$ cat src/rtl/rvq_pkg.sv
// ---------------------------------------------------------------------------
// rvq_pkg
// Shared types, constants and functions of the rotation vector to
// quaternion pipeline.
// ---------------------------------------------------------------------------
package rvq_pkg;

    localparam logic [63:0]        TWO_PI_Q60   = 64'h6487ED5110B4611A;
    localparam logic [63:0]        PI_Q60       = TWO_PI_Q60 >> 1;
    localparam logic [63:0]        HALF_PI_Q60  = TWO_PI_Q60 >> 2;
    localparam logic [63:0]        GAIN_INV_Q62 = 64'd2800459870029452965;
    localparam logic [63:0]        ONE_Q60      = 64'd1 << 60;
    localparam logic signed [31:0] ONE_Q30      = 32'sd1073741824;
    localparam logic [31:0]        ONE_Q30_MAG  = 32'd1073741824;
    localparam logic [31:0]        LIMIT_RESET  = 32'd28147;

    typedef struct packed {
        logic signed [31:0] rot_x;
        logic signed [31:0] rot_y;
        logic signed [31:0] rot_z;
    } rvq_rot_t;

    typedef struct packed {
        logic signed [31:0] quat_w;
        logic signed [31:0] quat_x;
        logic signed [31:0] quat_y;
        logic signed [31:0] quat_z;
        logic               used_small_angle;
    } rvq_quat_t;

    // Fields that ride along with an item through every cell.
    typedef struct packed {
        rvq_rot_t           rot;
        logic               small_path;
        logic [31:0]        root;
        logic signed [31:0] w;
        logic [2:0]         neg;
    } rvq_side_t;

    typedef struct packed {
        logic [63:0] rem;
        logic [63:0] res;
    } rvq_sqrt_t;

    typedef struct packed {
        logic [63:0] acc;
    } rvq_red_t;

    typedef struct packed {
        logic signed [63:0] x;
        logic signed [63:0] y;
        logic signed [63:0] z;
        logic               flip;
    } rvq_cordic_t;

    typedef struct packed {
        logic [2:0][63:0] rem;
        logic [2:0][31:0] quo;
    } rvq_div_t;

    // atan(2^-i) in Q60 by a truncated power series; evaluated at elaboration.
    function automatic logic signed [63:0] atan_pow2_q60(input int unsigned i);
        logic [63:0] acc;
        logic [63:0] term;
        int unsigned sh;
        acc = '0;
        if (i == 0) begin
            return signed'(TWO_PI_Q60 >> 3);
        end
        if (i > 60) begin
            return '0;
        end
        for (int unsigned k = 0; k < 64; k++) begin
            sh = i * (2 * k + 1);
            if (sh <= 60) begin
                term = (ONE_Q60 >> sh) / 64'(2 * k + 1);
                acc  = (k % 2 == 1) ? acc - term : acc + term;
            end
        end
        return signed'(acc);
    endfunction

endpackage

$ cat src/rtl/rvq_div_cell.sv
// ---------------------------------------------------------------------------
// rvq_div_cell
// One restoring division step for the three vector lanes, divisor 2*A.
// ---------------------------------------------------------------------------
module rvq_div_cell import rvq_pkg::*; #(
    parameter int BIT = 31
) (
    input  logic      aclk,
    input  logic      aresetn,
    input  logic      en,
    input  logic      in_valid,
    input  rvq_div_t  in_data,
    input  rvq_side_t in_side,
    output logic      out_valid,
    output rvq_div_t  out_data,
    output rvq_side_t out_side
);

    logic      valid_reg;
    rvq_div_t  data_reg, data_next;
    rvq_side_t side_reg;
    logic [64:0] den_shift;

    always_comb begin
        den_shift = {32'd0, in_side.root, 1'b0} << BIT;
        data_next = in_data;
        for (int j = 0; j < 3; j++) begin
            if ({1'b0, in_data.rem[j]} >= den_shift) begin
                data_next.rem[j]      = in_data.rem[j] - den_shift[63:0];
                data_next.quo[j][BIT] = 1'b1;
            end
        end
    end

    always_ff @(posedge aclk) begin
        if (!aresetn) begin
            valid_reg <= 1'b0;
        end else if (en) begin
            valid_reg <= in_valid;
        end
    end

    always_ff @(posedge aclk) begin
        if (en) begin
            data_reg <= data_next;
            side_reg <= in_side;
        end
    end

    assign out_valid = valid_reg;
    assign out_data  = data_reg;
    assign out_side  = side_reg;

endmodule
$ cat config.mk
export PLATFORM = sky130hd
export DESIGN_NAME = rvq_div_cell
export DESIGN_NICKNAME = d
export VERILOG_FILES = /design/src/rtl/rvq_pkg.sv /design/src/rtl/rvq_div_cell.sv
export SDC_FILE = /design/constraint.sdc
export NUM_CORES = 1
export LEC_CHECK = 0
export BUFFER_PORTS_ARGS = -buffer_cell sky130_fd_sc_hd__buf_2
export CORE_AREA = 2 2 352 354
export CTS_BUF_LIST = sky130_fd_sc_hd__clkbuf_8
export DETAILED_ROUTE_END_ITERATION = 7
export DIE_AREA = 0 0 354 356
export GPL_ROUTABILITY_DRIVEN = 0
export GPL_TIMING_DRIVEN = 0
export SYNTH_ARGS = -nofsm -noshare
export SYNTH_HDL_FRONTEND = slang
export SYNTH_SLANG_ARGS = --single-unit
$ cat constraint.sdc
create_clock -name aclk -period 3 [get_ports aclk]
set_input_delay 0.3 -clock aclk [delete_from_list [all_inputs] [get_ports aclk]]
set_output_delay 0.3 -clock aclk [all_outputs]
set_load 0.01 [all_outputs]
# ---- Yosys cells after proc, flatten, opt, wreduce, memory -nomap -nowiden
# Cells that the tools add are included.
dict set report totals {
  regBits 453
  latch_bits 0
  ram_bits 0
  rom_bits 0
  input_bits 456
  out_inout_bits 453
  wordCells 26
  mem_count 0
}
dict set report op_classes {
  add_sub_neg 3
  multipliers 0
  div 0
  n_lt_le_gt_ge 3
  eq_ne 0
  n_shift 0
  mux 3
  bitwise_logic 0
  reduce_logical 0
}
# operator count
set ops {}
lappend ops {{>= comparator 64 bit} 3}
lappend ops {{two-way mux 64 bit} 3}
lappend ops {{subtractor 64 bit} 3}

# ---- Longest topological paths before layout
dict set report depth {
  depth_word 2
  ltp_mapped 13
  ltp_nobuf 12
}

# ---- Worst setup path after synthesis
# No wires, ideal clock.
dict set report synth_path {
  path_type {input to register}
  startpoint {in in_data[192] in the netlist's numbering}
  endpoint {reg data_reg, in the netlist out_data[217], data pin}
  setup_ns 0.260
  arrival_time_ns 2.684
  t_required_ns 2.740
  path_slack_ns 0.056
  path_stages 13
  n_path_buf 1
  path_cell_list {inv_1 > ha_1 > fa_1 > nor2b_1 > o2111ai_1 > nand3_1 > a32oi_1 > nand3b_1 > a21o_1 > nor2_1 > o21ai_1 > buf_4 > mux2_2}
}
# element line_no
set synth_lines {}
lappend synth_lines {{start: declaration} rvq_div_cell.sv:12} ;# input rvq_div_t in_data,
lappend synth_lines {{end signal: assignment} rvq_div_cell.sv:45} ;# data_reg <= data_next;
lappend synth_lines {{end: declaration} rvq_div_cell.sv:20} ;# rvq_div_t data_reg, data_next;

==> results.txt <==
share of layout cells above drive strength 1: 0.386
CTS tree: yes
CP Data Required Time: 3520 ps
Setup TNS Final: 0 ps
cell with the most instances after synthesis: edfxtp_1
Max Slew Vio Count: 0
relative slew slack: 0.382
share of the synthesized area in the top cell type: 0.678
top_reg_cell synth: edfxtp_1
cell repeated most along the worst path: a21o_1
status: completed
DRT Pass-1 Iters: 5
P_int: 12.7 mW
CP max-delay cell: dlygate4sd3_1
top cell type by total area after synthesis: edfxtp_1
Gate Count Post-Synth: 1,381
number of global-route vias before repair: 18,400
Layout area overhead: 67.0%
HPWL Detailed: 92,700 µm
worst stage delay on the critical path: 600 ps
clock tree sinks: 453
synth cell count leaders: edfxtp_1 (452), a21oi_1 (99), ha_1 (96), nand2_1 (86), o21ai_0 (70)
WL final: 114,000 µm
syn_area_per_cell: 14.5 µm²
fillers: 12,800
initial DRC count: 1,170
post-synth net total: 1,936
largest net degree at the start of global routing: 91
Die Area: 126,000 µm²
WL/cell: 24.8 µm
Clock Pin Slew Worst Setup and Hold Paths: 60 ps
Buffers on Ports: 908
Startpoint Class: primary input
Lkg Pwr: 14.1 nW
nets: 3,407
fin crit share: 0.988
gr ovfl total: 0
HP Class: in -> reg
number of synthesized flops with an enable pin: 452
detailed-route DRC error count: 0
Finished Core Util: 0.272
DRT antenna net count: 0
worst skew pair latency: 750 ps
maximum fanout along the worst path: 10
Clock Skew: 0 ps
sequential share of the synthesized area: 0.679
Slew @ Worst Pin: 919 ps
YS warnings: 0
CTS Buf Count: 93
#FFs+latches synth: 453
CTS root buf: clkbuf_8
worst path cell trace: dlygate4sd3_1, buf_2, ha_1, a21o_1, a21o_1, a21oi_1, o21ai_0, a211o_1, a31oi_4, buf_12, mux2_2
Hold WS: 64.3 ps
Crit path buffers/inverters: 3
Final min period: 2960 ps
combinational share of power: 0.220
crit-path leading delay family: compound AO/OA/AOI/OAI gates
Critical Path Sink Type: flip-flop
row cnt: 129
post-synthesis cell type count: 74
Clock power frac: 0.351
via count: 18,200
Chip Height: 356 µm
core area: 123,000 µm²
H-tree Lvls: 3
PD cells: 546 nW/µm²
Area contributors post-synth: edfxtp_1 (68%), ha_1 (6.0%), a21oi_1 (2.5%)
Vias/cell: 3.98
count of final setup violators: 0
final hold viol count: 0
switching part of the total power: 0.303
Starting Density: 0.163
Flop pwr share: 0.429
post-route cell area: 33,400 µm²
Crit Path Category: in -> reg
worst reg-to-reg setup slack: 1840 ps
mapped cell area: 20,000 µm²
Boundary Pins: 909
VDD IR-drop max: 0.000369 V
critical path arrival: 3480 ps
Post-DP Area: 26,800 µm²
die width: 354 µm
Net Switching: 5.53 mW
Power Total: 18.2 mW
FMAX: 337 MHz
Max Cap Viol: 0
initial antenna violation count: 54
asr flop ratio synth: 0
CTS Buffer Depth: 3
first-pass GRT wire length: 149,000 µm
GRT Overall Usage: 0.173
final cells by class:
| type | count | area [µm²] | share of cell area |
|---|---|---|---|
| inverters | 60 | 225 | 0.00674 |
| clock buffers | 93 | 1280 | 0.0383 |
| well taps | 1637 | 2050 | 0.0613 |
| clock inverters | 70 | 458 | 0.0137 |
| multi-input cells | 844 | 6240 | 0.187 |
| plain buffers | 23 | 158 | 0.00472 |
| repair buffers | 1377 | 9340 | 0.280 |
| diodes | 27 | 67.6 | 0.00202 |
| flip-flops and latches | 453 | 13600 | 0.407 |
registers in the layout, indices dropped and copies added (netlist names):
| signal | cells |
|---|---|
| out_side | 164 |
| out_valid | 1 |
| out_data | 288 |
logic make-up (layout without fill, tap and decap cells):
family | after synthesis | in the layout | synth area share
other cells | 0 | 27 | 0
buf+inv | 84 | 1623 | 0.0171
simple gates | 290 | 290 | 0.0711
xor+xnor | 80 | 80 | 0.0350
fa+ha+maj | 99 | 99 | 0.0630
flops | 453 | 453 | 0.679
mux | 50 | 50 | 0.0293
compound gates | 325 | 325 | 0.105
placed cells by master (no fill, tap or decap), types with 18 or more instances in the layout:
cell	instances
buf_2	907
dlygate4sd3_1	455
edfxtp_1	452
a21oi_1	96
ha_1	94
clkbuf_8	93
inv_1	85
nand2_1	85
o21ai_0	67
nor2_1	64
a21o_1	50
xnor2_1	43
xor2_1	37
mux2_2	36
diode_2	27
clkinv_1	21
nand4_1	19
nor4_1	18
worst reg2reg max path, cell delays in order (launching register included):
cell and delay (ps):
dfxtp_1 310, mux2i_1 130, nor2b_1 70, dlygate4sd3_1 550
path summary, 6_finish.rpt:
kind | cells after the start | end | start
max | 11 | out_data[261] | in_data[273]
min | 4 | out_data[128] | in_data[128]
max reg2reg | 3 | out_valid | out_valid
min reg2reg | 3 | out_valid | out_valid
stage by stage:
step	cells	worst slack [ps]
CTS	4555	0.939
global placement	3926	-5960
global route	4576	-13.8
floorplan	1381	55.8
detailed placement	3931	-2130
finish	4584	35.6
repair_timing:
action                                 in CTS  in global routing
gates resized for setup                    26                 28
pin swaps                                   4                  4
setup endpoints to repair                  99                 84
hold buffers                              453                  2
endpoints found under the hold margin     503                  2
setup buffers                               8                  1
power groups by stage:
stage | logic (mW) | clock network (mW) | registers, mW
after CTS | 4.06 | 6.69 | 7.82
after floorplan | 1.23 | 0 | 8.27
after global routing | 4.32 | 6.91 | 7.86
after global placement | 3.42 | 0 | 8.02
final | 4.02 | 6.41 | 7.82
after detailed placement | 3.45 | 0 | 7.93
metal layers:
metal	part of all wire	routed length, µm	track usage
met1	0.39	44100	0.199
met2	0.51	57400	0.307
met3	0.074	8400	0.0507
met4	0.032	3590	0.0525
met5	0.0014	163	0
(Power assumes the default switching activity.)
