`config.mk`:
```
export PLATFORM = sky130hd
export DESIGN_NAME = rvq_sqrt_cell
export DESIGN_NICKNAME = d
export VERILOG_FILES = /design/src/rtl/rvq_pkg.sv /design/src/rtl/rvq_sqrt_cell.sv
export SDC_FILE = /design/constraint.sdc
export NUM_CORES = 1
export LEC_CHECK = 0
export ABC_AREA = 1
export BUFFER_PORTS_ARGS = -buffer_cell sky130_fd_sc_hd__buf_2
export CORE_AREA = 2 2 230 232
export DETAILED_ROUTE_END_ITERATION = 7
export DIE_AREA = 0 0 232 234
export GPL_ROUTABILITY_DRIVEN = 0
export GPL_TIMING_DRIVEN = 0
export PLACE_DENSITY = 0.65
export REMOVE_ABC_BUFFERS = 1
export SLEW_MARGIN = 10
export SYNTH_ARGS = -nofsm -noshare
export SYNTH_HDL_FRONTEND = slang
export SYNTH_SLANG_ARGS = --single-unit
```
`constraint.sdc`:
```
create_clock -name aclk -period 7.5 [get_ports aclk]
set_clock_uncertainty 0.1 [all_clocks]
set_input_delay 2.25 -clock aclk [delete_from_list [all_inputs] [get_ports aclk]]
set_output_delay 2.25 -clock aclk [all_outputs]
set_load 0.02 [all_outputs]
```
`src/rtl/rvq_pkg.sv`:
```
// ---------------------------------------------------------------------------
// rvq_pkg
// Shared types, constants and functions of the rotation vector to
// quaternion pipeline.
// ---------------------------------------------------------------------------
package rvq_pkg;

    localparam logic [63:0]        TWO_PI_Q60   = 64'h6487ED5110B4611A;
    localparam logic [63:0]        PI_Q60       = TWO_PI_Q60 >> 1;
    localparam logic [63:0]        HALF_PI_Q60  = TWO_PI_Q60 >> 2;
    localparam logic [63:0]        GAIN_INV_Q62 = 64'd2800459870029452965;
    localparam logic [63:0]        ONE_Q60      = 64'd1 << 60;
    localparam logic signed [31:0] ONE_Q30      = 32'sd1073741824;
    localparam logic [31:0]        ONE_Q30_MAG  = 32'd1073741824;
    localparam logic [31:0]        LIMIT_RESET  = 32'd28147;

    typedef struct packed {
        logic signed [31:0] rot_x;
        logic signed [31:0] rot_y;
        logic signed [31:0] rot_z;
    } rvq_rot_t;

    typedef struct packed {
        logic signed [31:0] quat_w;
        logic signed [31:0] quat_x;
        logic signed [31:0] quat_y;
        logic signed [31:0] quat_z;
        logic               used_small_angle;
    } rvq_quat_t;

    // Fields that ride along with an item through every cell.
    typedef struct packed {
        rvq_rot_t           rot;
        logic               small_path;
        logic [31:0]        root;
        logic signed [31:0] w;
        logic [2:0]         neg;
    } rvq_side_t;

    typedef struct packed {
        logic [63:0] rem;
        logic [63:0] res;
    } rvq_sqrt_t;

    typedef struct packed {
        logic [63:0] acc;
    } rvq_red_t;

    typedef struct packed {
        logic signed [63:0] x;
        logic signed [63:0] y;
        logic signed [63:0] z;
        logic               flip;
    } rvq_cordic_t;

    typedef struct packed {
        logic [2:0][63:0] rem;
        logic [2:0][31:0] quo;
    } rvq_div_t;

    // atan(2^-i) in Q60 by a truncated power series; evaluated at elaboration.
    function automatic logic signed [63:0] atan_pow2_q60(input int unsigned i);
        logic [63:0] acc;
        logic [63:0] term;
        int unsigned sh;
        acc = '0;
        if (i == 0) begin
            return signed'(TWO_PI_Q60 >> 3);
        end
        if (i > 60) begin
            return '0;
        end
        for (int unsigned k = 0; k < 64; k++) begin
            sh = i * (2 * k + 1);
            if (sh <= 60) begin
                term = (ONE_Q60 >> sh) / 64'(2 * k + 1);
                acc  = (k % 2 == 1) ? acc - term : acc + term;
            end
        end
        return signed'(acc);
    endfunction

endpackage

```
`src/rtl/rvq_sqrt_cell.sv`:
```
// ---------------------------------------------------------------------------
// rvq_sqrt_cell
// One digit step of the integer square root of the squared angle.
// ---------------------------------------------------------------------------
module rvq_sqrt_cell import rvq_pkg::*; #(
    parameter int STEP = 0
) (
    input  logic      aclk,
    input  logic      aresetn,
    input  logic      en,
    input  logic      in_valid,
    input  rvq_sqrt_t in_data,
    input  rvq_side_t in_side,
    output logic      out_valid,
    output rvq_sqrt_t out_data,
    output rvq_side_t out_side
);

    localparam logic [63:0] BIT_VAL = 64'd1 << (62 - 2 * STEP);

    logic      valid_reg;
    rvq_sqrt_t data_reg, data_next;
    rvq_side_t side_reg;
    logic [63:0] trial;

    always_comb begin
        trial = in_data.res + BIT_VAL;
        if (in_data.rem >= trial) begin
            data_next.rem = in_data.rem - trial;
            data_next.res = (in_data.res >> 1) + BIT_VAL;
        end else begin
            data_next.rem = in_data.rem;
            data_next.res = in_data.res >> 1;
        end
    end

    always_ff @(posedge aclk) begin
        if (!aresetn) begin
            valid_reg <= 1'b0;
        end else if (en) begin
            valid_reg <= in_valid;
        end
    end

    always_ff @(posedge aclk) begin
        if (en) begin
            data_reg <= data_next;
            side_reg <= in_side;
        end
    end

    assign out_valid = valid_reg;
    assign out_data  = data_reg;
    assign out_side  = side_reg;

endmodule

```
Word-level counts from Yosys, hierarchy flattened
Cells that the tools add are included.
{"block": "op_classes", "n_addsub": 3, "n_mul": 0, "div_mod_pow": 0, "magnitude_cmp": 1, "n_eq_ne": 0, "shift": 0, "muxes": 1, "n_bitwise": 0, "n_reduce_logical": 0}
{"op": "128-bit two-way mux", "n": 1}
{"op": "63-bit by 63-bit adder with 64-bit output, second input constant", "n": 1}
{"op": "64-bit by 63-bit adder with 64-bit output, second input constant", "n": 1}
{"op": "64-bit >= comparator", "n": 1}
{"op": "64-bit subtractor", "n": 1}
{"block": "totals", "register_bits": 293, "latch_bits": 0, "ram_bits": 0, "rom_bits": 0, "out_inout_bits": 293, "n_memories": 0}

Depth between registers and ports, before layout
Gate-level depths: netlist (run 1).
{"block": "depth", "depth_word": 3, "mapped_depth": 18}

Least setup slack after synthesis (run 1)
Ideal clock, no wire load.
{"block": "synth_timing", "path_type": "input -> register", "startpoint": "input in_data[64] (netlist bit)", "endpoint": "register data_reg (netlist bit out_data[78]) (data pin)", "arrival_time_ps": 3938, "setup_slack_ps": 3210, "path_stages": 18, "cell_sequence": "inv_1 > ha_1 > fa_1 > inv_1 > nand3_1 > nand2_2 > nand2_2 > nand2_4 > nand2_2 > nand2_2 > nand2_2 > nand3_2 > nand2_4 > nand2_8 > inv_4 > buf_2 > nand2_1 > nand2_1"}
{"element": "from (decl)", "line_no": "rvq_sqrt_cell.sv:12", "source": "input rvq_sqrt_t in_data,"}
{"element": "to (signal assigned)", "line_no": "rvq_sqrt_cell.sv:47", "source": "data_reg <= data_next;"}
{"element": "to (decl)", "line_no": "rvq_sqrt_cell.sv:22", "source": "rvq_sqrt_t data_reg, data_next;"}

==> results of run 1 <==
-- worst register-to-register path, delay by kind of cell (launching register included) --
family	cells	cell delay (ns)
compound gates	2	0.21
flops	1	0.30
-- where the power goes --
part | internal, uW | switching, uW | total (uW)
Combinational | 344 | 812 | 1160
Clock | 1020 | 735 | 1750
Sequential | 1990 | 41.1 | 2030
-- Yosys cell counts (8+ instances only) --
library cell    n
edfxtp_1      292
inv_1         397
nand2_1       756
nand3_2        11
ha_1           64
nand2_2        12
nand4_1        20
nor2_2         10
inv_2          10
o21ai_0         8
nand3_1        80
xor2_1         30
nor2_1        108
a21oi_1        42
-- layer usage --
layer,up-vias,routed length (microns),GRT usage [%]
met5,-,188,0
met4,28,2480,8.79
met3,136,5830,6.32
met2,604,31400,40.0
met1,6605,26900,29.4
li1,7101,-,-
-- per-stage QoR --
step,setup slack [ns],area (sq um)
2_1_floorplan,2.93,15900
3_5_place_dp,2.01,19800
6_report,2.62,20900
5_1_grt,2.39,20900
3_3_place_gp,-0.545,19700
4_1_cts,2.57,20900
-- state kept, by name (all words and copies together) (netlist names) --
signal / count
out_data: 128
out_side: 164
out_valid: 1
-- how the worst max path moves through the flow --
stage,from,endpoint,slack (ns)
final,in_data[57],out_data[107]$_DFFE_PP_,2.62
after global routing,in_data[57],out_data[121]$_DFFE_PP_,2.39
after CTS,in_data[57],out_data[121]$_DFFE_PP_,2.57
after detailed placement,in_data[57],out_data[121]$_DFFE_PP_,2.01
after global placement,en,out_valid$_SDFFE_PN0P_,-0.54
after floorplan,in_data[64],out_data[121]$_DFFE_PP_,2.93
-- cells by family after synthesis --
group           after synthesis
xor+xnor                     32
buf+inv                     422
fa+ha+maj                    65
flops                       293
simple gates               1017
compound gates               53
-- area by class of cell --
class | instances | area [sq um]
timing repair buffer | 590 | 3010
tap | 688 | 861
inverter | 409 | 1540
multi-input combinational | 1167 | 5560
antenna | 9 | 22.5
sequential | 293 | 8790
clock inverter | 22 | 220
clock buffer | 43 | 947
fill | 5384 | 31100
==> impl_results.md, run 1 <==
- Status: complete, no violations
- Vias in the first global route: about 14,000
- Synth top area share: a little over half
- Unique masters post-synth: 34
- HP Class: reg2reg
- Critical R2R Launch: out_valid$_SDFFE_PN0P_
- Via count: 14,500
- Area contributors post-synth: edfxtp_1 55%, nand2_1 18%, inv_1 9.3%, ha_1 5.0%, nor2_1 2.5%
- Total gr overflow: 0
- Total track usage: 23.8%
- Global-route wire length before repair: ~90 mm
- Worst Hold Path Cells: 2
- CP Data Arrival Time: slightly above 5 ns
- Initial core utilization: 30.8%
- Clk buf depth: 3
- Site row count: 84
- Largest net degree at the start of global routing: a little over 100
- Seq cells post-synth: about 290
- Core area: approximately 0.052 sq mm
- Crit-path cells: buf_2 > inv_1 > ha_1 > a21oi_1 > o21ai_0 > a21oi_1 > nand2_1 > nor2_4 > nand2_8 > inv_4 > nand2_1 > nand2_1
- Actual slew at the worst max-slew pin: ~0.8 ns
- Cell Pwr Density: 236 mW/mm^2
- Stages on the worst setup path: 12
- Total wire length: roughly 67 mm
- Worst Setup Start Kind: input port
- Post-CTS Resized: 0
- Adder-cell area share of the yosys netlist: 5.13%
- H-tree levels: 2
- Layout area overhead: 30.9%
- Final min period: slightly below 5 ns
- Die area: between 0.05 and 0.06 sq mm
- Clock Latency Late Sink: around 0.55 ns
- Detailed router's first-iteration violation count: about 930
- CTS sink cnt: 293
- Fin nets: about 2,900
- HPWL after DPL: roughly 56 mm
- RSZ-0062 raised after global routing: false
- CP Data Required Time: 7.82 ns
- WL/cell: 20.8 microns
- Post-synthesis sequential area ratio: 54.9%
- # Max-Cap Violations: 0
- Simple-gate share of the synthesized area: a little over a quarter
- Reg2Reg Depth: 2
- Mux cell area share after synthesis: 0%
- Worst path slowest cell: inv_4
- Cells after Synth: 1,882
- Async set-or-reset flop fraction in the synthesized netlist: 0%
- Post-CTS setup buffers: 0
- Combined buffer and inverter count along the critical path: 3
- Worst-path clk slew: 0.06 ns
- Syn Area/Cell: ~8.5 sq um
- Mapped cell area: approximately 0.016 sq mm
- Hold-fix buffers, CTS: 0
- Hold Path Origin: out_valid$_SDFFE_PN0P_
- Largest area contributor in the netlist: edfxtp_1
- Max_slew headroom: between 40 and 50%
- Final Hold Fails: 0
- Die Wd: between 200 and 250 microns
- CP max FO: 68
- Clock root buffer: clkbuf_16
- Number of remaining DRC errors: 0
- Count of pins over their slew limit: 0
- Drt via density: 4.49
- Die H: 234 microns
- Cell seen most often among critical-path stages: nand2_1
- RR Endpoint: out_valid$_SDFFE_PN0P_
- WHS: roughly 0.44 ns
- Finished Layout Cells: approximately 3,200
- First-pass DRT Iterations: 5
- Post-synthesis compound-gate area fraction: 1.70%
- Worst Hold Path EP: out_valid$_SDFFE_PN0P_
- Setup crit end kind: flop
- Design Power: 4940 uW
- Initial antenna violation count: 30
- Crit path max-delay family: simple AND/OR/NAND/NOR gates
- Max VDD drop: 0.000155 V
- Setup TNS: 0 ns
- CTS tree: done
- Placed insts: around 3,100
- Final setup fails: 0
- Period utilization: 65.0%
- Xor/xnor cell area share of the yosys netlist: under 10%
- Share of cells above drive strength 1: between 20 and 30%
- Combinational family with the most area after synthesis: simple AND/OR/NAND/NOR gates
- Synth Warn #: 0
- Leakage: 0.0110 uW
- Most common cell after layout, fill and taps aside: nand2_1
- ANT nets after route: 0
- Setup CP Type: in2reg
- CP max stage delay: around 0.67 ns
- Achievable Freq: 205 MHz
- Fin util: around two fifths
- FF-to-FF setup slack: around 6.8 ns
- Buffers on Ports: 588
- I/O Pins: 589
- Top FF cell, synth: edfxtp_1
- TritonCTS buffer count: 36
- Most frequent cells in the layout: 756 x nand2_1, 587 x buf_2, 397 x inv_1
- Number of synthesized flops with an enable pin: between 200 and 300
Note: power is estimated with default switching activity, not from simulation.
==> run 2: changes to the inputs <==
--- a/config.mk
+++ b/config.mk
@@ -7,12 +7,12 @@
 export LEC_CHECK = 0
 export ABC_AREA = 1
 export BUFFER_PORTS_ARGS = -buffer_cell sky130_fd_sc_hd__buf_2
-export CORE_AREA = 2 2 230 232
+export CORE_AREA = 2 2 226 228
 export DETAILED_ROUTE_END_ITERATION = 7
-export DIE_AREA = 0 0 232 234
+export DIE_AREA = 0 0 228 230
 export GPL_ROUTABILITY_DRIVEN = 0
 export GPL_TIMING_DRIVEN = 0
-export PLACE_DENSITY = 0.65
+export PLACE_DENSITY = 0.69
 export REMOVE_ABC_BUFFERS = 1
 export SLEW_MARGIN = 10
 export SYNTH_ARGS = -nofsm -noshare
==> constraint.sdc (replaced) <==
create_clock -name aclk -period 4.3 [get_ports aclk]
set_clock_uncertainty 0.1 [all_clocks]
set_input_delay 1.29 -clock aclk [delete_from_list [all_inputs] [get_ports aclk]]
set_output_delay 1.29 -clock aclk [all_outputs]
set_load 0.02 [all_outputs]
==> impl_results.md, run 2 (synthesis results as in run 1) <==
- Site row count: 82 (-2.4%)
- Post-Place Setup Slack: -0.183 ns (-2.20 ns)
- Initial core utilization: 32.1% (+1.3 points)
- RR Endpoint: out_valid$_SDFFE_PN0P_
- Via count: 14,700 (+1.5%)
- Final Hold Fails: 0 (unchanged)
- Die H: 230 microns (-1.7%)
- TritonCTS buffer count: 36 (unchanged)
- Most common cell after layout, fill and taps aside: nand2_1
- Worst Setup Start Kind: input port
- Actual slew at the worst max-slew pin: 0.738 ns (-0.0646 ns)
- Cell Pwr Density: 412 mW/mm^2 (+75%)
- Design area: 0.0209 sq mm (about the same)
- Count of pins over their slew limit: 0 (unchanged)
- Clk buf depth: 3 (unchanged)
- Total track usage: 25.7% (+1.9 points)
- Achievable Freq: around 250 MHz
- Layout fillers: 5,225 (-3.0%)
- Initial antenna violation count: 36 (+20%)
- Post-CTS setup buffers: 0 (unchanged)
- CP max stage delay: 0.41 ns (-0.26 ns)
- Core area: 0.0499 sq mm (-4.2%)
- Clock root buffer: clkbuf_16
- Critical R2R Launch: out_valid$_SDFFE_PN0P_
- Setup CP Type: in2reg
- Total wire length: 69.2 mm (+3.5%)
- # Max-Cap Violations: 0 (unchanged)
- Clock Latency Late Sink: 0.56 ns (about the same)
- Total gr overflow: 0 (unchanged)
- Crit path from: in_data[64]
- Design Power: 8630 uW (+75%)
- Setup crit end kind: flop
- Max reg flops: 164 (unchanged)
- Multi-input gate area: 0.00556 sq mm (unchanged)
- Fin nets: 2,859 (+0.035%)
- CP Data Required Time: 4.47 ns (-3.35 ns)
- CP Data Arrival Time: 4.10 ns (-1.09 ns)
- Detailed router's first-iteration violation count: 1,199 (+29%)
- CTS tree: done
- RSZ-0062 raised after global routing: false
- Max VDD drop: 0.000272 V (+76%)
- Reg2Reg Depth: 2 (unchanged)
- Worst setup margin: 0.378 ns (-2.24 ns)
- Max_slew headroom: 50.4% (+3.9 points)
- I/O Pins: 589 (unchanged)
- WL/cell: 21.6 microns (+4.0%)
- Post-place instance area: 0.0198 sq mm (about the same)
- Most frequent cells in the layout: 756 x nand2_1, 587 x buf_2, 397 x inv_1
- Die area: 0.0524 sq mm (-3.4%)
- Hold-fix buffers, CTS: 0 (unchanged)
- Sequential Area: 0.00879 sq mm (unchanged)
- FF-to-FF setup slack: 3.55 ns (-3.21 ns)
- Leakage: 0.0110 uW (+0.10%)
- Drt via density: 4.58 (+2.0%)
- HP Class: reg2reg
- Worst Hold Path EP: out_valid$_SDFFE_PN0P_
- First-pass DRT Iterations: 6 (+1)
- Worst path slowest cell: fa_1
- Post-CTS Resized: 0 (unchanged)
- Largest net degree at the start of global routing: 99 (-2.9%)
- CTS sink cnt: 293 (unchanged)
- Global-route wire length before repair: 96.4 mm (+4.6%)
- Layout area overhead: 30.8% (about the same)
- Worst Hold Path Cells: 2 (unchanged)
- HPWL after DPL: 57.3 mm (+3.2%)
- Buffers on Ports: 588 (unchanged)
- Die Wd: 228 microns (-1.7%)
- Hold Path Origin: out_valid$_SDFFE_PN0P_
- Status: complete, no violations
- Number of remaining DRC errors: 0 (unchanged)
- H-tree levels: 2 (unchanged)
- Share of cells above drive strength 1: 27.7% (-0.062 points)
- ANT nets after route: 0 (unchanged)
- Final min period: just under 4 ns
- Cell seen most often among critical-path stages: nand2_2
- Final setup fails: 0 (unchanged)
- Period utilization: about 91%
- Crit-path cells: buf_2 > inv_1 > ha_1 > fa_1 > inv_1 > nand3_1 > nand2_2 > nand2_2 > nand2_4 > nand2_2 > nand2_2 > nand2_2 > nand3_2 > nand2_4 > nand2_8 > inv_4 > nand2_1 > nand2_1
- Vias in the first global route: 13,900 (+0.92%)
- Worst-path clk slew: 0.06 ns (about the same)
- CP max FO: 68 (unchanged)
[run 2: worst max-delay path: cells and delay by family]
| kind | cells | cell delay (ns) |
|---|---|---|
| simple gates | 12 | 1.49 |
| fa+ha+maj | 2 | 0.62 |
| buf+inv | 4 | 0.64 |
[run 2: worst max path at each step]
stage / end / slack [ns] / cells past startpoint
2_1_floorplan: out_data[121]$_DFFE_PP_ / 0.69 / 17
3_3_place_gp: out_valid$_SDFFE_PN0P_ / -2.81 / 3
3_5_place_dp: out_data[93]$_DFFE_PP_ / -0.18 / 18
4_1_cts: out_data[93]$_DFFE_PP_ / 0.40 / 18
5_1_grt: out_data[93]$_DFFE_PP_ / 0.19 / 18
6_report: out_data[93]$_DFFE_PP_ / 0.38 / 18
[run 2: final cells by class]
type | instances | area share, %
clock buffer | 43 | 4.43
inverter | 409 | 7.34
multi-input combinational | 1167 | 26.5
timing repair buffer | 591 | 14.5
sequential | 293 | 42.0
clock inverter | 23 | 1.11
antenna | 7 | 0.0837
tap | 672 | 4.02
[run 2: stage by stage]
step                      hold WS, ns  setup TNS (ns)  utilization [%]  std cells
after floorplan                 0.506               0                -       1869
after global placement          0.428         -774.15             39.4       3129
after global routing            0.534               0             42.0       3199
after CTS                       0.450               0             42.0       3198
after detailed placement        0.432           -6.52             39.6       3132
final                           0.454               0             42.0       3205
[run 2: metal layers]
metal	wire length [microns]	track usage, %	share of wire [%]	vias up
met5	205	0	0.30	-
met1	27700	31.2	40	6729
met2	32600	43.3	47	655
met4	2720	9.33	3.9	34
met3	6000	7.76	8.7	161
li1	-	-	-	7109
[run 2: power by group]
part,leakage [uW],switching [uW],internal [uW]
sequential,0.00286,73.3,3480
combinational,0.00760,1430,604
clock,0.000558,1300,1750
