`src/rtl/rvq_pkg.sv`:
```
// ---------------------------------------------------------------------------
// rvq_pkg
// Shared types, constants and functions of the rotation vector to
// quaternion pipeline.
// ---------------------------------------------------------------------------
package rvq_pkg;

    localparam logic [63:0]        TWO_PI_Q60   = 64'h6487ED5110B4611A;
    localparam logic [63:0]        PI_Q60       = TWO_PI_Q60 >> 1;
    localparam logic [63:0]        HALF_PI_Q60  = TWO_PI_Q60 >> 2;
    localparam logic [63:0]        GAIN_INV_Q62 = 64'd2800459870029452965;
    localparam logic [63:0]        ONE_Q60      = 64'd1 << 60;
    localparam logic signed [31:0] ONE_Q30      = 32'sd1073741824;
    localparam logic [31:0]        ONE_Q30_MAG  = 32'd1073741824;
    localparam logic [31:0]        LIMIT_RESET  = 32'd28147;

    typedef struct packed {
        logic signed [31:0] rot_x;
        logic signed [31:0] rot_y;
        logic signed [31:0] rot_z;
    } rvq_rot_t;

    typedef struct packed {
        logic signed [31:0] quat_w;
        logic signed [31:0] quat_x;
        logic signed [31:0] quat_y;
        logic signed [31:0] quat_z;
        logic               used_small_angle;
    } rvq_quat_t;

    // Fields that ride along with an item through every cell.
    typedef struct packed {
        rvq_rot_t           rot;
        logic               small_path;
        logic [31:0]        root;
        logic signed [31:0] w;
        logic [2:0]         neg;
    } rvq_side_t;

    typedef struct packed {
        logic [63:0] rem;
        logic [63:0] res;
    } rvq_sqrt_t;

    typedef struct packed {
        logic [63:0] acc;
    } rvq_red_t;

    typedef struct packed {
        logic signed [63:0] x;
        logic signed [63:0] y;
        logic signed [63:0] z;
        logic               flip;
    } rvq_cordic_t;

    typedef struct packed {
        logic [2:0][63:0] rem;
        logic [2:0][31:0] quo;
    } rvq_div_t;

    // atan(2^-i) in Q60 by a truncated power series; evaluated at elaboration.
    function automatic logic signed [63:0] atan_pow2_q60(input int unsigned i);
        logic [63:0] acc;
        logic [63:0] term;
        int unsigned sh;
        acc = '0;
        if (i == 0) begin
            return signed'(TWO_PI_Q60 >> 3);
        end
        if (i > 60) begin
            return '0;
        end
        for (int unsigned k = 0; k < 64; k++) begin
            sh = i * (2 * k + 1);
            if (sh <= 60) begin
                term = (ONE_Q60 >> sh) / 64'(2 * k + 1);
                acc  = (k % 2 == 1) ? acc - term : acc + term;
            end
        end
        return signed'(acc);
    endfunction

endpackage

```
`src/rtl/rvq_cordic_cell.sv`:
```
// ---------------------------------------------------------------------------
// rvq_cordic_cell
// One rotation-mode CORDIC micro-rotation by atan(2^-STEP).
// ---------------------------------------------------------------------------
module rvq_cordic_cell import rvq_pkg::*; #(
    parameter int STEP = 0
) (
    input  logic        aclk,
    input  logic        aresetn,
    input  logic        en,
    input  logic        in_valid,
    input  rvq_cordic_t in_data,
    input  rvq_side_t   in_side,
    output logic        out_valid,
    output rvq_cordic_t out_data,
    output rvq_side_t   out_side
);

    localparam logic signed [63:0] ATAN_Q60 = atan_pow2_q60(STEP);

    logic        valid_reg;
    rvq_cordic_t data_reg, data_next;
    rvq_side_t   side_reg;
    logic signed [63:0] dx, dy;

    always_comb begin
        dx = in_data.y >>> STEP;
        dy = in_data.x >>> STEP;
        data_next.flip = in_data.flip;
        if (!in_data.z[63]) begin
            data_next.x = in_data.x - dx;
            data_next.y = in_data.y + dy;
            data_next.z = in_data.z - ATAN_Q60;
        end else begin
            data_next.x = in_data.x + dx;
            data_next.y = in_data.y - dy;
            data_next.z = in_data.z + ATAN_Q60;
        end
    end

    always_ff @(posedge aclk) begin
        if (!aresetn) begin
            valid_reg <= 1'b0;
        end else if (en) begin
            valid_reg <= in_valid;
        end
    end

    always_ff @(posedge aclk) begin
        if (en) begin
            data_reg <= data_next;
            side_reg <= in_side;
        end
    end

    assign out_valid = valid_reg;
    assign out_data  = data_reg;
    assign out_side  = side_reg;

endmodule

```
`config.mk`:
```
export PLATFORM = sky130hd
export DESIGN_NAME = rvq_cordic_cell
export DESIGN_NICKNAME = d
export VERILOG_FILES = /design/src/rtl/rvq_pkg.sv /design/src/rtl/rvq_cordic_cell.sv
export SDC_FILE = /design/constraint.sdc
export NUM_CORES = 1
export LEC_CHECK = 0
export BUFFER_PORTS_ARGS = -buffer_cell sky130_fd_sc_hd__buf_2
export CAP_MARGIN = 20
export CORE_AREA = 2 2 280 282
export CTS_CLUSTER_SIZE = 28
export DETAILED_ROUTE_END_ITERATION = 16
export DIE_AREA = 0 0 282 284
export SYNTH_ARGS = -nofsm -noshare
export SYNTH_HDL_FRONTEND = slang
export SYNTH_SLANG_ARGS = --single-unit
```
`constraint.sdc`:
```
create_clock -name aclk -period 5.5 [get_ports aclk]
set_clock_uncertainty 0.1 [all_clocks]
set_input_delay 0.275 -clock aclk [delete_from_list [all_inputs] [get_ports aclk]]
set_output_delay 0.275 -clock aclk [all_outputs]
set_load 0.03 [all_outputs]
```
# [After elaboration in Yosys (flattened, before gate mapping)]
# Cells that the tools add are included.
[totals] ff_bits=358 in_bits=361 elab_cells=18
[classes] addsub=5 mux=1
[ops] cell="$mux W192" n=1
[ops] cell="$sub A64 B64 Y64" n=2
[ops] cell="$add A64 B61 Y64 const B" n=1
[ops] cell="$add A64 B64 Y64" n=1
[ops] cell="$sub A64 B61 Y64 const B" n=1

# [Depth between registers and ports, before layout]
# Gate-level depths: netlist of run 1.
[depth] word_depth=2 depth_mapped=15

# [Worst setup path before layout of run 1]
# No wires, ideal clock.
[synth_timing] path_kind="input to register" from="in in_data[64] (netlist bit)" to="reg data_reg (netlist bit out_data[59]), data pin" setup_ps=264 arrival_time_ps=4267 setup_slack_ps=869 cell_stages=14 n_path_buf=2 path_cell_list="inv_1 > clkbuf_1 > buf_1 > ha_1 > a21oi_1 > o21ai_1 > a21oi_1 > o311ai_1 > a2111oi_1 > o31a_1 > o21ai_1 > o21ai_1 > o21ai_1 > xor2_1"
[synth_lines] item="start: declaration" line_no="rvq_cordic_cell.sv:12" source="input rvq_cordic_t in_data,"
[synth_lines] item="end signal: assignment" line_no="rvq_cordic_cell.sv:51" source="data_reg <= data_next;"
[synth_lines] item="end: declaration" line_no="rvq_cordic_cell.sv:22" source="rvq_cordic_t data_reg, data_next;"

==> impl_metrics.tcl, run 1 <==
set metrics [dict create \
    drtIter0Drc 2592 \
    crit_path_start_kind "primary input" \
    drc 0 \
    cts.sinks 357 \
    ys_seq_elements 357 \
    cp.arrival_ps 4510 \
    num_vias 26540 \
    routed_wl_mm 123.6 \
    status "complete, no violations" \
    syn_to_final_growth_pct 29.12 \
    antenna_found_initial 29 \
    fp.dieH_um 284 \
    ys_types 86 \
    gp_congestion 1.008 \
    portBuffers 718 \
    ys_seq_area_frac 0.4005 \
    ant_nets 0 \
    htree_levels 2 \
    cts_made_buffers 43 \
    syn_area_sq_um 26740 \
    finalCritPeriodShare 0.7788 \
    yosysTopAreaCell "edfxtp_1" \
    dieArea_sq_um 80090 \
    maxCapViolCount 0 \
    layout_min_cycle_time_ps 4283 \
    synthTopCellsByArea "edfxtp_1 (40%), ha_1 (12%), a21oi_1 (6.8%), xnor2_1 (4.5%), o21ai_0 (3.6%)" \
    nets 4319 \
    grt_overflow 0 \
    hold_buffers 171 \
    min_path_type "in -> reg" \
    clk_latency_ps 600 \
    synth_edf_count 356 \
    leakage_nw 14.93 \
    grt_use_total 0.2929 \
    synthArstFlopShare 0 \
    cts_tree "built" \
    coreArea_sq_um 76960 \
    critPathKind "in -> reg" \
    synth.most_common_cell "a21oi_1" \
    maxSlewHeadroom 0.2142 \
    worstMarginPinSlew_ps 1164 \
    grt_pass1_wl_mm 172.9 \
    clk_pin_slew_ps 60 \
    io_pins 719 \
    grt_max_degree 174 \
    synthTopCellsByCount "a21oi_1 (365), edfxtp_1 (356), ha_1 (252)" \
    clockRootBuffer "clkbuf_16" \
    finalHoldViolCount 0 \
    synth_top_area_share 0.3997 \
    die_w_um 282 \
    cts.path.max_buffers 3 \
    setup_viol 0 \
    drtPass1Iterations 6 \
    post_drt_wl_per_cell_um 25.80 \
    maxSlewViolCount 0 \
    syn_nets 3485 \
    end_kind "flip-flop" \
    post_cts_buffers 0 \
    crit_required_ps 5730 \
    vdd_drop_max_uv 208.9 \
    rsz0062_at_grt "no" \
    tns_ps 0 \
    powerDensity_nw_per_um2 295.4 \
    setup_slack_ps 1217 \
    core.rowCount 102 \
    timing.fmax_mhz 233.5 \
    ys.flop_type "edfxtp_1" \
    crit_fanout 4 \
    syn_avg_cell_area_sq_um 9.325 \
    dp_hpwl_mm 97.69 \
    dp_slack_ps 1004 \
    post_cts_resize_count 0 \
    synth_cells 2868 \
    grt_pass1_vias 25540 \
    start_util 0.3475 \
    final_layout_size_suffix_gt1_frac 0.2263 \
    viasPerCell 5.538 \
    yosysWarnings 0 \
]
-- state kept, by name, summed over array words and instances (netlist names) --
signal,flops
out_valid,1
out_data,192
out_side,164
-- cell type report --
type / count / area (sq um)
clock buffers: 52 / 1110
diodes: 18 / 45.04
well taps: 1040 / 1301
repair buffers: 905 / 5479
flip-flops and latches: 357 / 10710
inverters: 227 / 854.6
clock inverters: 25 / 324.1
fillers: 7523 / 42420
multi-input cells: 2168 / 14710
-- placed cells by master, fill, tap and decap left out, drive strengths merged, types with 18 or more instances in the layout --
master,n
a211oi,37
a21boi,21
a21o,84
a21oi,366
a31oi,21
buf,734
clkbuf,52
diode,18
dlygate4sd3,171
edfxtp,356
ha,252
inv,228
mux2i,23
nand2,164
nand2b,19
nand3,52
nand4,49
nor2,236
nor2b,30
nor3,52
nor4,34
o211ai,35
o21a,26
o21ai,202
o21bai,71
o31ai,24
xnor2,136
xor2,41
-- through the flow --
step / instance area (sq um) / hold slack [ps] / util / instances / total power (W)
after floorplan: 26740 / 273.9 / - / 2868 / 0.005781
final: 34530 / 64.87 / 0.4487 / 4792 / 0.01020
after CTS: 34490 / 51.15 / 0.4481 / 4774 / 0.01020
after global placement: 31340 / 351.6 / 0.4073 / 4526 / 0.007086
after detailed placement: 31340 / 353.1 / 0.4073 / 4526 / 0.007064
after global routing: 34510 / 96.69 / 0.4485 / 4784 / 0.01058
-- where the power goes --
part	internal (W)	switching, W	leakage, nW
logic	0.00112	0.00246	10.7
registers	0.00345	0.000176	3.49
clock network	0.00170	0.00130	0.694
total	0.00627	0.00393	14.9
-- per-layer routing --
metal / wire, um / global-route usage / up-vias / part of all wire
met1: 48560 / 0.3578 / 12650 / 0.39
met3: 10430 / 0.06595 / 315 / 0.084
met2: 55710 / 0.4660 / 1334 / 0.45
met5: 131 / 0 / - / 0.0011
li1: - / - / 12220 / -
met4: 8789 / 0.1826 / 20 / 0.071
-- worst max-delay path, stage by stage --
cell and delay [ps]:
dlygate4sd3_1 620, buf_2 170, inv_1 60, ha_1 210
fa_1 410, nand4b_1 190, o211ai_1 250, o211ai_1 190
a21oi_1 420, o21ai_0 300, and2_1 270, o221ai_1 620
a21o_1 210, o311ai_1 140, xnor2_1 180
-- kinds of logic (layout without fill, tap and decap cells) --
group,count (synthesis),count (layout),synth area share
DFF,357,357,0.4005
and+or+nand+nor,709,709,0.1254
adders and majority gates,256,256,0.1209
xor gates and xnor gates,177,177,0.05797
buffers and inverters,343,1209,0.04955
other,0,18,0
muxes,27,27,0.01029
AOI/OAI and AO/OA,999,999,0.2354
-- worst paths after layout --
path | start | endpoint | slack, ps | cells past startpoint
min reg2reg | out_valid | out_valid | 1100 | 3
min | en | out_data[2] | 60 | 1
max reg2reg | out_valid | out_valid | 4130 | 3
max | in_data[129] | out_data[187] | 1220 | 15
No activity file was read; power rests on OpenSTA's default activity.
==> run 2: changes to the inputs <==
- CORE_AREA: 2 2 280 282 -> 2 2 282 284
- DIE_AREA: 0 0 282 284 -> 0 0 284 286
- clock period: 5.5 -> 3.6 ns (I/O delays scaled with it)
==> impl_metrics.tcl, run 2 (synthesis results as in run 1) <==
set metrics [dict create \
    status "complete, no violations" \
    crit_required_ps 3830 \
    maxSlewHeadroom 0.2840 \
    cts_tree "built" \
    gp_congestion 0.9896 \
    timing.fmax_mhz 293.4 \
    viasPerCell 5.374 \
    switching_share 0.3774 \
    grt_pass1_wl_mm 181.6 \
    num_vias 27990 \
    drtIter0Drc 2521 \
    syn_to_final_growth_pct 41.09 \
    dieArea_sq_um 81220 \
    io_pins 719 \
    finalCritPeriodShare 0.9466 \
    grt_max_degree 88 \
    antenna_found_initial 17 \
    p_int_w 0.01013 \
    tns_ps 0 \
    layout_common_cells "buf_2 (716), buf_4 (417), a21oi_1 (364)" \
    post_drt_wl_per_cell_um 24.41 \
    holdWs_ps 7.926 \
    slowest_stage "dlygate4sd3_1" \
    path_buf_inv 3 \
    drc 0 \
    cp.arrival_ps 3640 \
    min_path_type "in -> reg" \
    start_util 0.3413 \
    cts_made_buffers 45 \
    portBuffers 718 \
    end_kind "flip-flop" \
    htree_levels 2 \
    cts.path.max_buffers 3 \
    nets 4730 \
    switching_power_w 0.006141 \
    leakage_nw 16.94 \
    powerDensity_nw_per_um2 431.3 \
    clk_pin_slew_ps 60 \
    grt_use_total 0.2983 \
    slowest_delay_ps 540 \
    maxSlewViolCount 0 \
    ant_nets 0 \
    cts.sinks 357 \
    setup_viol 0 \
    startpoint "in_data[5]" \
    routed_wl_mm 127.1 \
    crit_fanout 4 \
    drtPass1Iterations 5 \
    rsz0062_at_grt "no" \
    grt_overflow 0 \
    final_common_cell "buf_2" \
    core.rowCount 103 \
    die_w_um 284 \
    largest_reg_flops 192 \
    worstMarginPinSlew_ps 1074 \
    crit_chain "dlygate4sd3_1, buf_2, ha_1, o211ai_1, o211a_1, o31ai_2, or3b_1, a211o_1, a21o_1, o31ai_2, buf_4, a21oi_1, o21ai_1, xor2_1" \
    clk_latency_ps 600 \
    maxCapViolCount 0 \
    vdd_drop_max_uv 352.9 \
    crit_family "compound AO/OA/AOI/OAI gates" \
    combPwrFrac 0.371 \
    dp_hpwl_mm 102.6 \
    coreArea_sq_um 78360 \
    critPathKind "in -> reg" \
    layout_min_cycle_time_ps 3408 \
    clkPwrFrac 0.286 \
    worstHoldStart "en" \
    clockRootBuffer "clkbuf_16" \
    final_layout_size_suffix_gt1_frac 0.3047 \
    crit_top_cell "o31ai_2" \
    fp.dieH_um 286 \
    p_seq_frac 0.343 \
    crit_path_start_kind "primary input" \
    finalHoldViolCount 0 \
    grt_pass1_vias 27540 \
    r2r_start "out_valid" \
]
run 2: what timing repair did:
action                                 4_1_cts  5_1_grt
setup endpoints to repair                    0        8
endpoints found under the hold margin      174        0
setup buffers                                0        0
hold buffers                               175        0
resized for setup                            0        5
run 2: metal layers:
layer  share of wire  vias up  routed length (um)  track usage
li1                -    13050                   -            -
met1            0.39    13310               50110       0.3650
met2            0.46     1382               58520       0.4879
met3           0.072      253                9170      0.05112
met4           0.073        6                9297       0.1912
met5         0.00028        -                  36            0
run 2: final timing paths:
path                  endpoint  slack, ps  cells after the start
setup / recovery  out_data[58]        190                     14
setup reg to reg     out_valid       2280                      3
hold / removal    out_data[10]          8                      1
hold reg to reg      out_valid       1060                      3
run 2: worst register-to-register path, delay by kind of cell, from the launching register on:
family	cells	cell delay, ps
buffers and inverters	1	550
flip-flops	1	340
multiplexers	1	150
AND/OR/NAND/NOR	1	70
run 2: cell type report:
| class | count | area, sq um |
|---|---|---|
| timing repair buffer | 1314 | 8572 |
| sequential | 357 | 10710 |
| tap | 1050 | 1314 |
| multi-input combinational | 2168 | 14740 |
| fill | 7496 | 40620 |
| inverter | 227 | 854.6 |
| antenna | 11 | 27.53 |
| clock inverter | 32 | 365.4 |
| clock buffer | 50 | 1145 |
run 2: per-stage QoR:
| stage | total power [W] | util | setup WS [ps] | area [sq um] | cells |
|---|---|---|---|---|---|
| after floorplan | 0.008834 | - | 25.61 | 26760 | 2868 |
| after global routing | 0.01693 | 0.4814 | 26.38 | 37720 | 5205 |
| final | 0.01627 | 0.4815 | 192.2 | 37730 | 5209 |
| after detailed placement | 0.01140 | 0.4392 | -333.4 | 34410 | 4941 |
| after global placement | 0.01143 | 0.4392 | -374.4 | 34410 | 4941 |
| after CTS | 0.01631 | 0.4808 | 41.59 | 37670 | 5198 |
run 2: power by group through the flow:
| stage | combinational, W | clock, W | sequential [W] |
|---|---|---|---|
| 3_3_place_gp | 0.00579 | 0 | 0.00564 |
| 6_report | 0.00604 | 0.00465 | 0.00557 |
| 4_1_cts | 0.00597 | 0.00478 | 0.00556 |
| 3_5_place_dp | 0.00577 | 0 | 0.00563 |
| 5_1_grt | 0.00641 | 0.00492 | 0.00559 |
| 2_1_floorplan | 0.00225 | 0 | 0.00658 |
==> run 3: changes to the inputs <==
- CORE_AREA: 2 2 282 284 -> 2 2 280 282
- DIE_AREA: 0 0 284 286 -> 0 0 282 284
- clock period: 3.6 -> 3.94 ns (I/O delays scaled with it)
==> impl_metrics.tcl, run 3 (synthesis results as in run 1) <==
set metrics [dict create \
    status "complete, no violations" \
    grt_use_total 0.3033 \
    largest_reg_flops 192 \
    crit_path_start_kind "primary input" \
    crit_required_ps 4160 \
    cts_tree "built" \
    busiest_layer "met2" \
    rsz0062_at_grt "no" \
    clkPwrFrac 0.292 \
    start_util 0.3475 \
    nFillCells 7381 \
    drc 0 \
    p_int_w 0.009069 \
    dp.cells 4697 \
    leakage_nw 15.78 \
    layout_min_cycle_time_ps 3831 \
    portBuffers 718 \
    nets 4492 \
    maxCapViolCount 0 \
    cp.arrival_ps 4050 \
    die_w_um 282 \
    antenna_found_initial 24 \
    grt_pass1_vias 26410 \
    holdWs_ps 41.05 \
    io_pins 719 \
    min_path_type "in -> reg" \
    routed_wl_mm 126.6 \
    final_layout_size_suffix_gt1_frac 0.2602 \
    post_cts_buffers 0 \
    setup_viol 0 \
    drtPass1Iterations 8 \
    finalCritPeriodShare 0.9724 \
    crit_fanout 3 \
    grt_use_met3 0.05936 \
    switching_share 0.3790 \
    drtIter0Drc 2817 \
    cts.path.max_buffers 3 \
    switching_power_w 0.005534 \
    cts.sinks 357 \
    clockRootBuffer "clkbuf_16" \
    clk_latency_ps 600 \
    fp.dieH_um 284 \
    powerDensity_nw_per_um2 406.6 \
    final_common_cell "buf_2" \
    gp_congestion 0.9801 \
    combPwrFrac 0.358 \
    layout_common_cells "buf_2 (716), a21oi_1 (364), edfxtp_1 (356)" \
    num_vias 27370 \
    vdd_drop_max_uv 312.6 \
    worstMarginPinSlew_ps 912.7 \
    grt_util_met1 0.3766 \
    total_power_w 0.01460 \
    coreArea_sq_um 76960 \
    viasPerCell 5.507 \
    htree_levels 2 \
    ant_nets 0 \
    post_drt_wl_per_cell_um 25.48 \
    grt_pass1_wl_mm 178.4 \
    use_met2 0.4821 \
    cts_made_buffers 43 \
    instances_no_fill 4970 \
    maxSlewViolCount 0 \
    finalHoldViolCount 0 \
    maxSlewHeadroom 0.3915 \
    dp_hpwl_mm 101.4 \
    final_core_util 0.4667 \
    grt_overflow 0 \
    syn_to_final_growth_pct 34.29 \
    grt_max_degree 97 \
    critPathKind "in -> reg" \
    end_kind "flip-flop" \
    clk_pin_slew_ps 60 \
    core.rowCount 102 \
    p_seq_frac 0.350 \
    timing.fmax_mhz 261.0 \
    dieArea_sq_um 80090 \
]
==> run 3: layout make-up <==
class,count,area (sq um),share of cell area
Multi-Input combinational cell,2168,14730,0.4101
Sequential cell,357,10710,0.2982
Timing Repair Buffer,1078,6783,0.1889
Tap cell,1040,1301,0.03623
Clock buffer,50,1102,0.03069
Inverter,227,854.6,0.02380
Clock inverter,28,377.9,0.01052
Antenna cell,22,55.05,0.001533
==> run 3: path summary, 6_finish.rpt <==
path	from	end	slack, ps	depth (start not counted)
max	in_data[129]	out_data[125]	110	15
min reg2reg	out_valid	out_valid	990	3
max reg2reg	out_valid	out_valid	2690	3
min	in_data[62]	out_data[62]	40	3
==> run 3: repair_timing <==
action                                  CTS  global route
hold endpoints to repair                171             0
gates resized for setup                   0             4
endpoints found under the setup margin    0             7
hold buffers                            173             0
==> run 3: power groups by stage <==
stage | Sequential (W) | Combinational [W] | Clock, W
final | 0.00511 | 0.00523 | 0.00426
after detailed placement | 0.00516 | 0.00498 | 0
after CTS | 0.00510 | 0.00516 | 0.00436
after global placement | 0.00517 | 0.00500 | 0
after floorplan | 0.00601 | 0.00206 | 0
after global routing | 0.00513 | 0.00554 | 0.00448
==> run 3: stage by stage <==
step / setup WS, ps / area [sq um] / TNS, ps
final: 108.6 / 35910 / 0
after CTS: 88.63 / 35840 / 0
after global placement: -97.30 / 32630 / -132.6
after detailed placement: -110.1 / 32630 / -347.9
after global routing: 20.53 / 35880 / 0
after floorplan: 213.6 / 26750 / 0
==> run 3: critical path: stages <==
cell and delay, ps:
dlygate4sd3_1 600, buf_2 170, ha_1 210, fa_1 410
nor2b_1 200, o211ai_1 160, a31oi_1 310, o31a_1 240
o211ai_1 240, a21oi_1 440, o31ai_1 170, buf_4 170
a21oi_1 210, o22ai_1 130, xnor2_1 180
==> run 3: routing by layer <==
layer | vias to the layer above | part of all wire
li1 | 12580 | -
met1 | 13000 | 0.39
met2 | 1502 | 0.45
met3 | 276 | 0.087
met4 | 14 | 0.070
met5 | - | 0.00071
